[src/hw/rtl/tibs_pkg.sv]
`default_nettype none
package tibs_pkg;

    localparam int MAX_POINTS  = 1024;
    localparam int NUM_COLUMNS = 8;
    localparam int FRAC_BITS   = 32;

    localparam int PT_W    = $clog2(MAX_POINTS);
    localparam int COL_W   = $clog2(NUM_COLUMNS);
    localparam int TADDR_W = COL_W + PT_W;
    localparam int CMD_W   = 3;
    localparam int ORD_W   = 6;
    localparam int VAL_W   = 48;
    localparam int EXT_W   = VAL_W + 1;
    localparam int MASS_W  = 47;
    localparam int STAT_W  = 3;
    localparam int NPTS_W  = 11;
    localparam int TOL_W   = 32;
    localparam int LIM_W   = 8;
    localparam int CFG_IW  = 2;
    localparam int CFG_DW  = 32;

    localparam logic [CMD_W-1:0] CMD_LABEL  = 3'd0;
    localparam logic [CMD_W-1:0] CMD_GRID   = 3'd1;
    localparam logic [CMD_W-1:0] CMD_TABLE  = 3'd2;
    localparam logic [CMD_W-1:0] CMD_INTERP = 3'd3;
    localparam logic [CMD_W-1:0] CMD_SOLVE  = 3'd4;

    localparam logic [STAT_W-1:0] STAT_OK       = 3'd0;
    localparam logic [STAT_W-1:0] STAT_NO_ORDER = 3'd1;
    localparam logic [STAT_W-1:0] STAT_RANGE    = 3'd2;
    localparam logic [STAT_W-1:0] STAT_NO_IVAL  = 3'd3;
    localparam logic [STAT_W-1:0] STAT_DIV0     = 3'd4;

    localparam logic [CFG_IW-1:0] CFG_POINTS = 2'd0;
    localparam logic [CFG_IW-1:0] CFG_TOL    = 2'd1;
    localparam logic [CFG_IW-1:0] CFG_LIMIT  = 2'd2;

    localparam logic [NPTS_W-1:0] POINTS_RST = 11'd2;
    localparam logic [TOL_W-1:0]  TOL_RST    = 32'd4295;
    localparam logic [LIM_W-1:0]  LIMIT_RST  = 8'd200;

    localparam logic [EXT_W-1:0] ONE_Q =
        {{(EXT_W-FRAC_BITS-1){1'b0}}, 1'b1, {FRAC_BITS{1'b0}}};
    localparam logic [VAL_W-1:0] SAT_MAG = {1'b0, {(VAL_W-1){1'b1}}};

    typedef struct packed {
        logic              start;
        logic [EXT_W-1:0]  a;
        logic [EXT_W-1:0]  b;
        logic [EXT_W-1:0]  d;
        logic              neg;
    } md_req_t;

    typedef struct packed {
        logic              done;
        logic [VAL_W-1:0]  q;
    } md_rsp_t;

    typedef struct packed {
        logic              label_we;
        logic              grid_we;
        logic              table_we;
        logic [COL_W-1:0]  col;
        logic [PT_W-1:0]   pt;
        logic [ORD_W-1:0]  order;
        logic [VAL_W-1:0]  data;
    } st_wr_t;

    typedef struct packed {
        logic              hit;
        logic [COL_W-1:0]  col;
    } lk_t;

    function automatic logic [EXT_W-1:0] mag49(input logic [EXT_W-1:0] v);
        mag49 = v[EXT_W-1] ? (~v + EXT_W'(1)) : v;
    endfunction

    function automatic logic [EXT_W-1:0] sx49(input logic [VAL_W-1:0] v);
        sx49 = {v[VAL_W-1], v};
    endfunction

endpackage
`default_nettype wire

[src/hw/rtl/tibs_muldiv.sv]
`default_nettype none
module tibs_muldiv (
    input  wire logic              clk,
    input  wire logic              rst_n,
    input  wire tibs_pkg::md_req_t req,
    output tibs_pkg::md_rsp_t      rsp
);
    import tibs_pkg::*;

    localparam int P_W   = 2 * EXT_W + 1;
    localparam int LO_W  = VAL_W - 1;
    localparam int CNT_W = $clog2(EXT_W);

    typedef enum logic [2:0] {M_IDLE, M_MUL, M_CHK, M_DIV, M_OUT} md_state_t;

    md_state_t         state_reg;
    logic [EXT_W-1:0]  a_reg;
    logic [EXT_W-1:0]  d_reg;
    logic              neg_reg;
    logic              sat_reg;
    logic [P_W-1:0]    p_reg;
    logic [EXT_W-1:0]  r_reg;
    logic [LO_W-1:0]   lo_reg;
    logic [LO_W-1:0]   q_reg;
    logic [CNT_W-1:0]  cnt_reg;

    logic [EXT_W:0]    sum_w;
    logic [EXT_W:0]    rs_w;
    logic [VAL_W-1:0]  mag_w;

    assign sum_w = p_reg[P_W-1:EXT_W] + (p_reg[0] ? {1'b0, a_reg} : '0);
    assign rs_w  = {r_reg, lo_reg[LO_W-1]};
    assign mag_w = sat_reg ? SAT_MAG : {1'b0, q_reg};

    assign rsp.done = (state_reg == M_OUT);
    assign rsp.q    = neg_reg ? (~mag_w + VAL_W'(1)) : mag_w;

    always_ff @(posedge clk or negedge rst_n)
    begin
        if (!rst_n)
        begin
            state_reg <= M_IDLE;
            a_reg     <= '0;
            d_reg     <= '0;
            neg_reg   <= 1'b0;
            sat_reg   <= 1'b0;
            p_reg     <= '0;
            r_reg     <= '0;
            lo_reg    <= '0;
            q_reg     <= '0;
            cnt_reg   <= '0;
        end
        else
        begin
            unique case (state_reg)
                M_IDLE:
                begin
                    if (req.start)
                    begin
                        a_reg     <= req.a;
                        d_reg     <= req.d;
                        neg_reg   <= req.neg;
                        p_reg     <= {{(EXT_W+1){1'b0}}, req.b};
                        cnt_reg   <= CNT_W'(EXT_W - 1);
                        state_reg <= M_MUL;
                    end
                end
                M_MUL:
                begin
                    // shift-add, one multiplier bit a cycle
                    p_reg   <= {1'b0, sum_w, p_reg[EXT_W-1:1]};
                    cnt_reg <= cnt_reg - CNT_W'(1);
                    if (cnt_reg == '0)
                        state_reg <= M_CHK;
                end
                M_CHK:
                begin
                    // quotient would not fit below 2^47: saturate
                    if (p_reg[P_W-2:LO_W] >= {2'b00, d_reg})
                    begin
                        sat_reg   <= 1'b1;
                        state_reg <= M_OUT;
                    end
                    else
                    begin
                        sat_reg   <= 1'b0;
                        r_reg     <= p_reg[LO_W+EXT_W-1:LO_W];
                        lo_reg    <= p_reg[LO_W-1:0];
                        q_reg     <= '0;
                        cnt_reg   <= CNT_W'(LO_W - 1);
                        state_reg <= M_DIV;
                    end
                end
                M_DIV:
                begin
                    if (rs_w >= {1'b0, d_reg})
                    begin
                        r_reg <= EXT_W'(rs_w - {1'b0, d_reg});
                        q_reg <= {q_reg[LO_W-2:0], 1'b1};
                    end
                    else
                    begin
                        r_reg <= rs_w[EXT_W-1:0];
                        q_reg <= {q_reg[LO_W-2:0], 1'b0};
                    end
                    lo_reg  <= {lo_reg[LO_W-2:0], 1'b0};
                    cnt_reg <= cnt_reg - CNT_W'(1);
                    if (cnt_reg == '0)
                        state_reg <= M_OUT;
                end
                M_OUT:
                begin
                    state_reg <= M_IDLE;
                end
                default:
                begin
                    state_reg <= M_IDLE;
                end
            endcase
        end
    end
endmodule
`default_nettype wire

[config.mk]
export PLATFORM = sky130hd
export DESIGN_NAME = tibs_muldiv
export DESIGN_NICKNAME = d
export VERILOG_FILES = /design/src/hw/rtl/tibs_pkg.sv /design/src/hw/rtl/tibs_muldiv.sv
export SDC_FILE = /design/constraint.sdc
export NUM_CORES = 1
export LEC_CHECK = 0
export ABC_CLOCK_PERIOD_IN_PS = 5100
export BUFFER_PORTS_ARGS = -buffer_cell sky130_fd_sc_hd__buf_2
export CAP_MARGIN = 5
export CORE_MARGIN = 2
export CORE_UTILIZATION = 35
export DETAILED_ROUTE_END_ITERATION = 16
export PLACE_DENSITY = 0.58
export SYNTH_ARGS = -nofsm -noshare
export SYNTH_HDL_FRONTEND = slang
export SYNTH_SLANG_ARGS = --single-unit
[constraint.sdc]
create_clock -name clk -period 5.1 [get_ports clk]
set_input_delay 0.255 -clock clk [delete_from_list [all_inputs] [get_ports clk]]
set_output_delay 0.255 -clock clk [all_outputs]
set_load 0.005 [all_outputs]
==> impl_metrics.csv <==
group,metric,value,unit
run_status,outcome,"complete, no violations",
synth,synthesis.instances,2856,
timing,setup_violations,0,
timing,fmax,221,MHz
synth,ys_seq_area_share,38.3,%
clock_tree,cts_max_path_buffers,3,
routing,vias_per_cell,5.30,
timing,grt_setup_unrepaired,"false",
finish,fillers,6500,
place,place_area,24600,µm²
grt,antenna_found_initial,2,
place,routabilityCongestion,0.913,
synth,synth_seq_cells,350,
grt,grt_pass1_vias,20300,
finish,largest_reg_flops,98,
routing,drtAntennaViolNets,0,
timing,fin_crit_sh,88.7,%
timing,fin_tns_setup,0,ns
routing,drtIter0Drc,1666,
synth,netlist_area,22900,µm²
worst_setup_path,start_kind,"register",
finish,drive_gt1_share,11.3,%
synth,synth_ff_type,"dfrtp_1",
finish,nets,3402,
grt,overflow,0,
synth,avgSynthCellArea,8.01,µm²
job,max_cap_viol_count,0,
routing,wl_per_cell,17.3,µm
clock_tree,cts_made_buffers,44,
synth,synth_cell_type_count,74,
finish,mostFrequentLayoutCells,"nand2_1, dfrtp_1, o21ai_0, nor2_1, buf_2",
timing,relSlewSlack,27.9,%
timing,hold_viol_final,0,
timing,finalClockSkew,0.0232,ns
worst_setup_path,crit_path_max_fanout,5,
timing,slew_viol_final,0,
clock_tree,cts_tree,"built",
pwr,power_density,755,nW/µm²
clock_tree,clk_latency,0.59,ns
timing,tightest_slew,1.08,ns
routing,drtPass1Iterations,6,
routing,wl,69100,µm
worst_setup_path,critPathKind,"reg -> out",
synth,async_flop_share,100,%
worst_setup_path,worstPathRequired,4.85,ns
floorplan,initial_utilization,35.4,%
synth,synthTopCellsByArea,"dfrtp_1, nand2_1, ha_1",
worst_setup_path,arrival,4.27,ns
floorplan,row_count,93,
finish,instances_no_fill,3986,
timing,fin_crit,4.53,ns
grt,grt_max_degree,129,
worst_setup_path,reg2reg_from,"p_reg[0]",
routing,drc,0,
synth,synth_nets,3159,
floorplan,die_width,260,µm
clock_tree,clock_sinks,350,
synth,synth_area_leader_cell,"dfrtp_1",
synth,yosys_warnings,0,
clock_tree,post_cts.repair.setup_buffers,0,
clock_tree,clkTransAtPathRegs,0.06,ns
pwr,vdd_drop_max,0.377,mV
finish,fin_area,27500,µm²
worst_setup_path,r2r-end,"p_reg[96]",
worst_setup_path,r2r_cells,15,
finish,area_growth,20.3,%
finish,final_util,42.6,%
synth,synth_edf_count,0,
floorplan,die_h,260,µm
finish,mostFrequentLayoutCell,"nand2_1",
min_path,hold_path.class,"in -> async",
grt,grt_pass1_wl,111000,µm
floorplan,core,64600,µm²
timing,whs,0.145,ns
worst_setup_path,r2r_slack,0.84,ns
grt,grt_usage,20.3,%
routing,via_count,21100,
floorplan,die_area,67400,µm²
clock_tree,htreeDepth,2,
place,port_buffers,199,
synth,synth_top_area_share,38.3,%
clock_tree,cts_root_buffer,"clkbuf_16",
floorplan,io-pin-count,200,
pwr,leakagePower,12.7,nW
place,place_inst,3759,
worst_setup_path,endpoint_kind,"primary output",
place,place_hpwl,47500,µm
==> worst max-delay path by stage <==
stage / from / to / slack (ns) / depth (start not counted)
after floorplan: sat_reg / rsp[44] / 1.35 / 14
after global placement: p_reg[0] / p_reg[96] / 0.89 / 15
after detailed placement: p_reg[0] / p_reg[96] / 0.83 / 15
after CTS: q_reg[0] / rsp[42] / 0.52 / 13
after global routing: q_reg[0] / rsp[38] / 0.29 / 13
final: q_reg[0] / rsp[42] / 0.57 / 13
==> synthesized netlist by cell type, types with 18 or more instances <==
| cell type | count |
|---|---|
| xnor2_1 | 47 |
| nand2_1 | 669 |
| and2_1 | 58 |
| nor2_1 | 219 |
| nand4_1 | 34 |
| o21ai_0 | 237 |
| nand2b_1 | 18 |
| a31oi_1 | 127 |
| clkbuf_1 | 150 |
| nand3_1 | 24 |
| inv_1 | 87 |
| nor2b_1 | 18 |
| mux2_2 | 24 |
| o22ai_1 | 19 |
| xor2_1 | 64 |
| a21o_1 | 90 |
| ha_1 | 150 |
| nor3_1 | 37 |
| or3_1 | 19 |
| a211oi_1 | 33 |
| a21oi_1 | 154 |
| dfrtp_1 | 350 |
==> cells by family after synthesis <==
kind of cell / share of synthesized area [%]
flip-flops: 38.3
multiplexers: 1.49
XOR/XNOR: 4.25
AO/OA/AOI/OAI: 21.2
buffers and inverters: 4.45
AND/OR/NAND/NOR: 21.9
adder cells (fa/ha/maj): 8.38
==> layout make-up <==
class                      count  area (µm²)  area share [%]
tap                          855        1070            3.89
sequential                   350        8760            31.8
antenna                        1        2.50         0.00909
multi-input combinational   2239       13200            47.8
timing repair buffer         376        2760            10.0
inverter                      88         330            1.20
clock buffer                  59        1220            4.42
clock inverter                18         229           0.832
==> timing repair <==
action,4_1_cts,5_1_grt
hold buffers,149,0
endpoints found under the hold margin,181,0
resized for setup,0,0
==> stage by stage <==
step / power (mW) / worst slack [ns]
after CTS: 20.8 / 0.516
after floorplan: 13.9 / 1.35
after global routing: 22.7 / 0.290
after detailed placement: 17.4 / 0.827
after global placement: 17.3 / 0.893
final: 20.8 / 0.575
==> where the power goes <==
| group | internal, mW | switching (mW) | total (mW) |
|---|---|---|---|
| clock network | 1.88 | 1.28 | 3.17 |
| registers | 4.01 | 1.03 | 5.04 |
| logic | 4.97 | 7.60 | 12.6 |
==> per-layer routing <==
layer	vias to the layer above	global-route usage, %	part of all wire, %
li1	10500	-	-
met1	10100	29.1	48
met2	499	32.1	45
met3	103	2.65	4.9
met4	0	5.89	2.4
met5	-	0	0
==> worst max-delay path, stage by stage (launching register included) <==
cell and delay [ns]:
dfrtp_1 0.45, or2_2 0.33, inv_1 0.06, ha_1 0.15, nand2_1 0.12, or4_1 0.49, or3_1 0.47, or3_1 0.46
nor2_1 0.29, nand3_1 0.22, o21ai_1 0.24, o31ai_1 0.09, a21o_1 0.19, buf_2 0.12
No activity file was read; power rests on OpenSTA's default activity.
